File: src/rtl/core/spq_pkg.sv
`timescale 1ns / 1ps
// ============================================================================
// spq_pkg
// shared types and codes of the sorted priority queue
// ============================================================================
package spq_pkg;

    localparam int DATA_W  = 32;
    localparam int CMD_W   = 2;
    localparam int STAT_W  = 2;
    localparam int FILL_W  = 5;

    localparam logic [CMD_W-1:0] CMD_PUSH  = 2'd0;
    localparam logic [CMD_W-1:0] CMD_POP   = 2'd1;
    localparam logic [CMD_W-1:0] CMD_CLEAR = 2'd2;

    localparam logic [STAT_W-1:0] ST_OK        = 2'd0;
    localparam logic [STAT_W-1:0] ST_EMPTY_POP = 2'd1;
    localparam logic [STAT_W-1:0] ST_FULL_PUSH = 2'd2;

    typedef logic signed [DATA_W-1:0] word_t;

    typedef enum logic [1:0] {
        CELL_HOLD = 2'd0,
        CELL_PUSH = 2'd1,
        CELL_POP  = 2'd2
    } cell_op_t;

    // broadcast to every cell of the chain
    typedef struct packed {
        cell_op_t op;
        word_t    value;
        word_t    key;
    } spq_ctrl_t;

endpackage

File: src/rtl/core/spq_cell.sv
`timescale 1ns / 1ps
// ============================================================================
// spq_cell
// one slot of the sorted chain: compare with the pushed key, then hold,
// take the new entry, take the left neighbor or take the right neighbor
// ============================================================================
module spq_cell
(
    input  logic               clk,
    input  spq_pkg::spq_ctrl_t ctrl,
    input  logic               occupied,
    input  logic               left_gt,
    input  spq_pkg::word_t     left_value,
    input  spq_pkg::word_t     left_key,
    input  spq_pkg::word_t     right_value,
    input  spq_pkg::word_t     right_key,
    output logic               gt,
    output spq_pkg::word_t     value,
    output spq_pkg::word_t     key
);

    spq_pkg::word_t value_reg;
    spq_pkg::word_t value_next;
    spq_pkg::word_t key_reg;
    spq_pkg::word_t key_next;

    // stored key strictly above the pushed one stays in place
    assign gt = occupied && !(key_reg <= ctrl.key);

    always_comb
    begin
        value_next = value_reg;
        key_next   = key_reg;
        unique case (ctrl.op)
            spq_pkg::CELL_PUSH:
            begin
                if (!gt)
                begin
                    if (left_gt)
                    begin
                        value_next = ctrl.value;
                        key_next   = ctrl.key;
                    end
                    else
                    begin
                        value_next = left_value;
                        key_next   = left_key;
                    end
                end
            end
            spq_pkg::CELL_POP:
            begin
                value_next = right_value;
                key_next   = right_key;
            end
            default:
            begin
                value_next = value_reg;
                key_next   = key_reg;
            end
        endcase
    end

    always_ff @(posedge clk)
    begin
        value_reg <= value_next;
        key_reg   <= key_next;
    end

    assign value = value_reg;
    assign key   = key_reg;

endmodule

File: src/rtl/core/sorted_priority_queue.sv
`timescale 1ns / 1ps
// ============================================================================
// sorted_priority_queue
// bounded priority queue kept in descending key order in a chain of cells
// ============================================================================
//  channel   signals                                      handshake
//  command   cmd, item_value, item_key                    start && !busy
//  result    top_value, top_key, is_empty, fill_count,    done (one cycle)
//            status
//
//  one command per clock; its result is shown in the cycle after acceptance
//  the single compare-and-shift step in every cell sets that figure
//  busy stays low, so a command may follow in every cycle
//  reset empties the queue; slot contents are not cleared
//  the receiver cannot stall; done marks each result for one cycle only
// ============================================================================
module sorted_priority_queue
#(
    parameter int DEPTH = 16
)
(
    input  logic                          clk,
    input  logic                          rst_n,
    input  logic                          start,
    output logic                          busy,
    input  logic [spq_pkg::CMD_W-1:0]     cmd,
    input  logic signed [spq_pkg::DATA_W-1:0] item_value,
    input  logic signed [spq_pkg::DATA_W-1:0] item_key,
    output logic                          done,
    output logic signed [spq_pkg::DATA_W-1:0] top_value,
    output logic signed [spq_pkg::DATA_W-1:0] top_key,
    output logic                          is_empty,
    output logic [spq_pkg::FILL_W-1:0]    fill_count,
    output logic [spq_pkg::STAT_W-1:0]    status
);

    localparam int CNT_W = $clog2(DEPTH + 1);
    localparam logic [CNT_W-1:0] CNT_FULL = CNT_W'(DEPTH);

    logic                        accept;
    spq_pkg::spq_ctrl_t          ctrl;
    logic [CNT_W-1:0]            count_reg;
    logic [CNT_W-1:0]            count_next;
    logic [spq_pkg::STAT_W-1:0]  status_reg;
    logic [spq_pkg::STAT_W-1:0]  status_next;
    logic                        done_reg;

    logic                        cell_gt    [DEPTH];
    spq_pkg::word_t              cell_value [DEPTH];
    spq_pkg::word_t              cell_key   [DEPTH];

    assign busy   = 1'b0;
    assign accept = start && !busy;

    always_comb
    begin
        ctrl.op     = spq_pkg::CELL_HOLD;
        ctrl.value  = item_value;
        ctrl.key    = item_key;
        count_next  = count_reg;
        status_next = spq_pkg::ST_OK;
        if (accept)
        begin
            unique case (cmd)
                spq_pkg::CMD_PUSH:
                begin
                    if (count_reg == CNT_FULL)
                    begin
                        status_next = spq_pkg::ST_FULL_PUSH;
                    end
                    else
                    begin
                        ctrl.op    = spq_pkg::CELL_PUSH;
                        count_next = count_reg + 1'b1;
                    end
                end
                spq_pkg::CMD_POP:
                begin
                    if (count_reg == '0)
                    begin
                        status_next = spq_pkg::ST_EMPTY_POP;
                    end
                    else
                    begin
                        ctrl.op    = spq_pkg::CELL_POP;
                        count_next = count_reg - 1'b1;
                    end
                end
                spq_pkg::CMD_CLEAR:
                begin
                    count_next = '0;
                end
                default:
                begin
                    count_next = count_reg;
                end
            endcase
        end
    end

    always_ff @(posedge clk or negedge rst_n)
    begin
        if (!rst_n)
        begin
            count_reg  <= '0;
            status_reg <= spq_pkg::ST_OK;
            done_reg   <= 1'b0;
        end
        else
        begin
            count_reg <= count_next;
            done_reg  <= accept;
            if (accept)
            begin
                status_reg <= status_next;
            end
        end
    end

    for (genvar i = 0; i < DEPTH; i++)
    begin : g_cell
        logic           occ;
        logic           lgt;
        spq_pkg::word_t lval;
        spq_pkg::word_t lkey;
        spq_pkg::word_t rval;
        spq_pkg::word_t rkey;

        assign occ = count_reg > CNT_W'(i);

        if (i == 0)
        begin : g_head
            assign lgt  = 1'b1;
            assign lval = item_value;
            assign lkey = item_key;
        end
        else
        begin : g_body
            assign lgt  = cell_gt[i-1];
            assign lval = cell_value[i-1];
            assign lkey = cell_key[i-1];
        end

        if (i == DEPTH - 1)
        begin : g_tail
            assign rval = cell_value[i];
            assign rkey = cell_key[i];
        end
        else
        begin : g_inner
            assign rval = cell_value[i+1];
            assign rkey = cell_key[i+1];
        end

        spq_cell u_cell
        (
            .clk         (clk),
            .ctrl        (ctrl),
            .occupied    (occ),
            .left_gt     (lgt),
            .left_value  (lval),
            .left_key    (lkey),
            .right_value (rval),
            .right_key   (rkey),
            .gt          (cell_gt[i]),
            .value       (cell_value[i]),
            .key         (cell_key[i])
        );
    end

    assign done       = done_reg;
    assign is_empty   = (count_reg == '0);
    assign top_value  = is_empty ? '0 : cell_value[0];
    assign top_key    = is_empty ? '0 : cell_key[0];
    assign fill_count = spq_pkg::FILL_W'(count_reg);
    assign status     = status_reg;

    // every accepted transaction gives a result in the next cycle
    a_result_follows: assert property (@(posedge clk) disable iff (!rst_n)
        accept |=> done)
        else $error("result strobe missing after accepted transaction");

    // occupancy stays within the chain
    a_count_bound: assert property (@(posedge clk) disable iff (!rst_n)
        count_reg <= CNT_FULL)
        else $error("occupancy beyond depth");

    // a refused push only happens on a full queue, which stays full
    a_full_refuse: assert property (@(posedge clk) disable iff (!rst_n)
        done && status_reg == spq_pkg::ST_FULL_PUSH |-> count_reg == CNT_FULL)
        else $error("push refused while not full");

    // a successful push grows the queue by one
    a_push_grows: assert property (@(posedge clk) disable iff (!rst_n)
        accept && cmd == spq_pkg::CMD_PUSH && count_reg != CNT_FULL
        |=> count_reg == $past(count_reg) + 1'b1)
        else $error("push did not grow the queue");

endmodule
File: config.mk
export PLATFORM = sky130hd
export DESIGN_NAME = sorted_priority_queue
export DESIGN_NICKNAME = d
export VERILOG_FILES = /design/src/rtl/core/spq_pkg.sv /design/src/rtl/core/spq_cell.sv /design/src/rtl/core/sorted_priority_queue.sv
export SDC_FILE = /design/constraint.sdc
export NUM_CORES = 2
export LEC_CHECK = 0
export ABC_CLOCK_PERIOD_IN_PS = 9750
export BUFFER_PORTS_ARGS = -buffer_cell sky130_fd_sc_hd__buf_2
export CORE_ASPECT_RATIO = 0.9
export CORE_UTILIZATION = 30
export DETAILED_ROUTE_END_ITERATION = 10
export GPL_ROUTABILITY_DRIVEN = 1
export GPL_TIMING_DRIVEN = 0
export PLACE_DENSITY = 0.52
export SLEW_MARGIN = 20
export SYNTH_ARGS = -nofsm -noshare
export SYNTH_HDL_FRONTEND = slang
export SYNTH_SLANG_ARGS = --single-unit
File: constraint.sdc
create_clock -name clk -period 9.75 [get_ports clk]
set_input_delay 0.975 -clock clk [delete_from_list [all_inputs] [get_ports clk]]
set_output_delay 0.975 -clock clk [all_outputs]
set_load 0.05 [all_outputs]
==> results.md <==
- Nets: 6663
- Worst reg-to-reg setup slack: 3410 ps
- Max frequency: 151 MHz
- R2r worst-path depth: 11
- DR vias: 53151
- CTS clk-pin slew, worst paths: 60 ps
- Vias in the first global route: 52028
- Worst R2R End: g_cell[12].u_cell.value[23]
- Initial antenna violation count: 28
- Overflow after GRT: 0
- Worst slew pin tran: 1260 ps
- IO buf count: 78
- Period minus WS final: 6640 ps
- Reg-to-reg startpoint: fill_count[1]
- Routing usage on met2: 37.9%
- Met1 usage: 33.9%
- GP Congestion: 0.960
- Top post-synthesis cells by area: edfxtp_1 (49%), ha_1 (10%), nand2_1 (5.6%), a221o_1 (5.2%), mux2i_1 (5.1%)
- Starting Density: 30.3%
- Main combinational cell family by area after synthesis: compound AO/OA/AOI/OAI gates
- Layout area overhead: 13.9%
- Slew headroom: 15.9%
- GRT busiest layer: met2
- Post-synth EDFFs: 1024
- Largest net degree at the start of global routing: 43
- Register area share after synthesis: 49.0%
- Critical Path AT: 7070 ps
- CTS Sinks: 1032
- Yosys top cell area share: 48.7%
- Final wirelength: 273000 microns
- CTS Root Cell: clkbuf_16
- Commonest non-fill, non-tap cell in the layout: edfxtp_1
- Period utilization: 68.1%
- Share of layout cells above drive strength 1: 9.94%
- First-pass DRT Iterations: 6
- Complex-gate fraction of the synthesized area: 16.3%
- Max clock buf depth: 3
- Min-Delay Path Class: in2reg
- Core Region: 209000 sq um
- Adder-cell area share of the yosys netlist: 10.3%
- Row count: 159
- Final Hold Slack: 368 ps
- Die area: 212000 sq um
- Vias per inst: 5.96
- Die X: 486 microns
- DP Worst Slack: 2370 ps
- CTS buffer count: 114
- DR iter-0 viols: 5870
- Die extent in y: 437 microns
- Fill cell count: 21018
- Most frequent cells in the layout: edfxtp_1 (1024), nand2_1 (934), ha_1 (521)
- CTS tree: yes
- Worst setup path start: item_key[25]
- First-pass GRT wire length: 381000 microns
- Mux cell area share after synthesis: 7.38%
- CP Capture Point: g_cell[12].u_cell.value[23]
- Clk_lat worst skew: 810 ps
- GR Util met3: 6.23%
- Synthesis-stage register bit count: 1032
- Overall power: 19.7 mW
- Leakage dissipation: 26.3 nW
- MaxCap Viol Count: 0
- WS Path Type: in2reg
- Startpoint types: input pin
- Worst path required time: 10180 ps
- Synth async-reset ratio: 0.775%
- Pins Over Slew Limit: 0
- Post-synthesis xor/xnor area fraction: 0%
- Dpl cell area: 68100 sq um
- Post-route cell area: 72000 sq um
- Commonest register cell after synthesis: edfxtp_1
- Simple-gate area share of the yosys netlist: 13.2%
- Residual DRC: 0
- Synth Area per Inst: 10.8 sq um
- GRT Total Usage: 24.9%
- Mapped Nets: 6428
- Status: completed
- Setup slack after layout: 3110 ps
- Post-CTS setup buffer count: 0
- Final clock skew: 63.9 ps
- Crit. End Element: flip-flop
- Detailed placement HPWL: 214000 microns
- Cell taking the most area after synthesis: edfxtp_1
- Endpoints failing setup: 0
- Yosys cell types: 72
- Synth Instances: 5838
- Hold Fails Final Rpt: 0
- H-tree levels: 3
- Ports: 143
- Pwr dens: 274 nW/um^2
- Maximum vdd drop: 171 uV
- Wirelength per Cell: 30.7 microns
- Ys Warns: 0
- RSZ-0062 raised after global routing: false
- Worst Path Max Fanout: 37
- Post-Syn Area: 63200 sq um
- Final Util: 34.5%
- Routed Antenna Nets: 0
Yosys cell counts, drive strengths merged, types with 3 or more instances:
master / number
edfxtp: 1024
nand2: 939
ha: 521
o21ai: 401
nor3: 341
a221o: 327
mux2i: 321
clkbuf: 308
o211ai: 274
nand3: 235
a21oi: 228
buf: 174
mux2: 129
nand4: 117
nor2b: 85
inv: 70
a2bb2oi: 68
a21o: 43
nor2: 41
o21a: 18
a211oi: 17
nor4: 17
nand2b: 11
or4: 11
a31oi: 10
and4: 9
dfrtp: 8
o31ai: 8
a2111o: 6
a221oi: 6
or2: 6
a31o: 5
o221ai: 5
o31a: 5
a2111oi: 4
or3: 4
and3: 3
nand3b: 3
nand4b: 3
o2bb2ai: 3
o311a: 3
how the worst min path moves through the flow:
stage	cells after the start	start	end
2_1_floorplan	2	g_cell[1].u_cell.value[31]	g_cell[0].u_cell.value[31]
3_3_place_gp	2	status[0]	status[0]
3_5_place_dp	2	status[0]	status[0]
4_1_cts	1	start	done
5_1_grt	1	start	done
6_report	1	start	done
per-stage QoR:
stage / cells / setup TNS, ps
3_5_place_dp: 8692 / 0
5_1_grt: 8904 / 0
2_1_floorplan: 5838 / 0
3_3_place_gp: 8653 / -1605780
4_1_cts: 8900 / 0
6_report: 8912 / 0
final cells by class:
class                           instances  area, sq um  share of cell area [%]
Buffer                                482         2160                    3.00
Clock buffer                          136         2960                    4.11
Inverter                               70          263                   0.365
Timing Repair Buffer                  119         1350                    1.87
Antenna cell                           11         27.5                  0.0382
Clock inverter                         71          841                    1.17
Tap cell                             2737         3420                    4.76
Multi-Input combinational cell       4254        30000                    41.7
Sequential cell                      1032        30900                    43.0
critical path, cell delays in order:
cell and delay [ps]:
clkbuf_1 570, inv_1 710, ha_1 560, nand4_1 180, nor3_1 390, a311oi_1 200, and4_1 280, o31ai_2 820
buf_2 800, buf_2 420, nand2_1 140, nand2_4 540, buf_12 300
logic make-up (layout without fill, tap and decap cells):
logic type / after synthesis / count (layout)
flops: 1032 / 1032
other cells: 1 / 12
mux: 450 / 450
buf+inv: 552 / 878
fa+ha+maj: 521 / 521
simple gates: 1831 / 1831
compound gates: 1451 / 1451
metal layers:
| layer | share of wire [%] | up-vias |
|---|---|---|
| met5 | 0 | - |
| met4 | 4.2 | 0 |
| met3 | 9.6 | 429 |
| met2 | 43 | 2753 |
| met1 | 43 | 26717 |
| li1 | - | 23252 |
power breakdown:
| part | internal, mW | total [mW] | switching, mW | leakage, nW |
|---|---|---|---|---|
| clock | 2.58 | 4.63 | 2.04 | 1.83 |
| sequential | 6.32 | 6.98 | 0.661 | 9.57 |
| combinational | 2.74 | 8.12 | 5.38 | 14.9 |
| total | 11.6 | 19.7 | 8.08 | 26.3 |
timing repair:
| action | CTS | global route |
|---|---|---|
| hold buffers | 1 | 0 |
| hold endpoints to repair | 8 | 0 |
| resized for setup | 0 | 0 |
No activity file was read; power rests on OpenSTA's default activity.
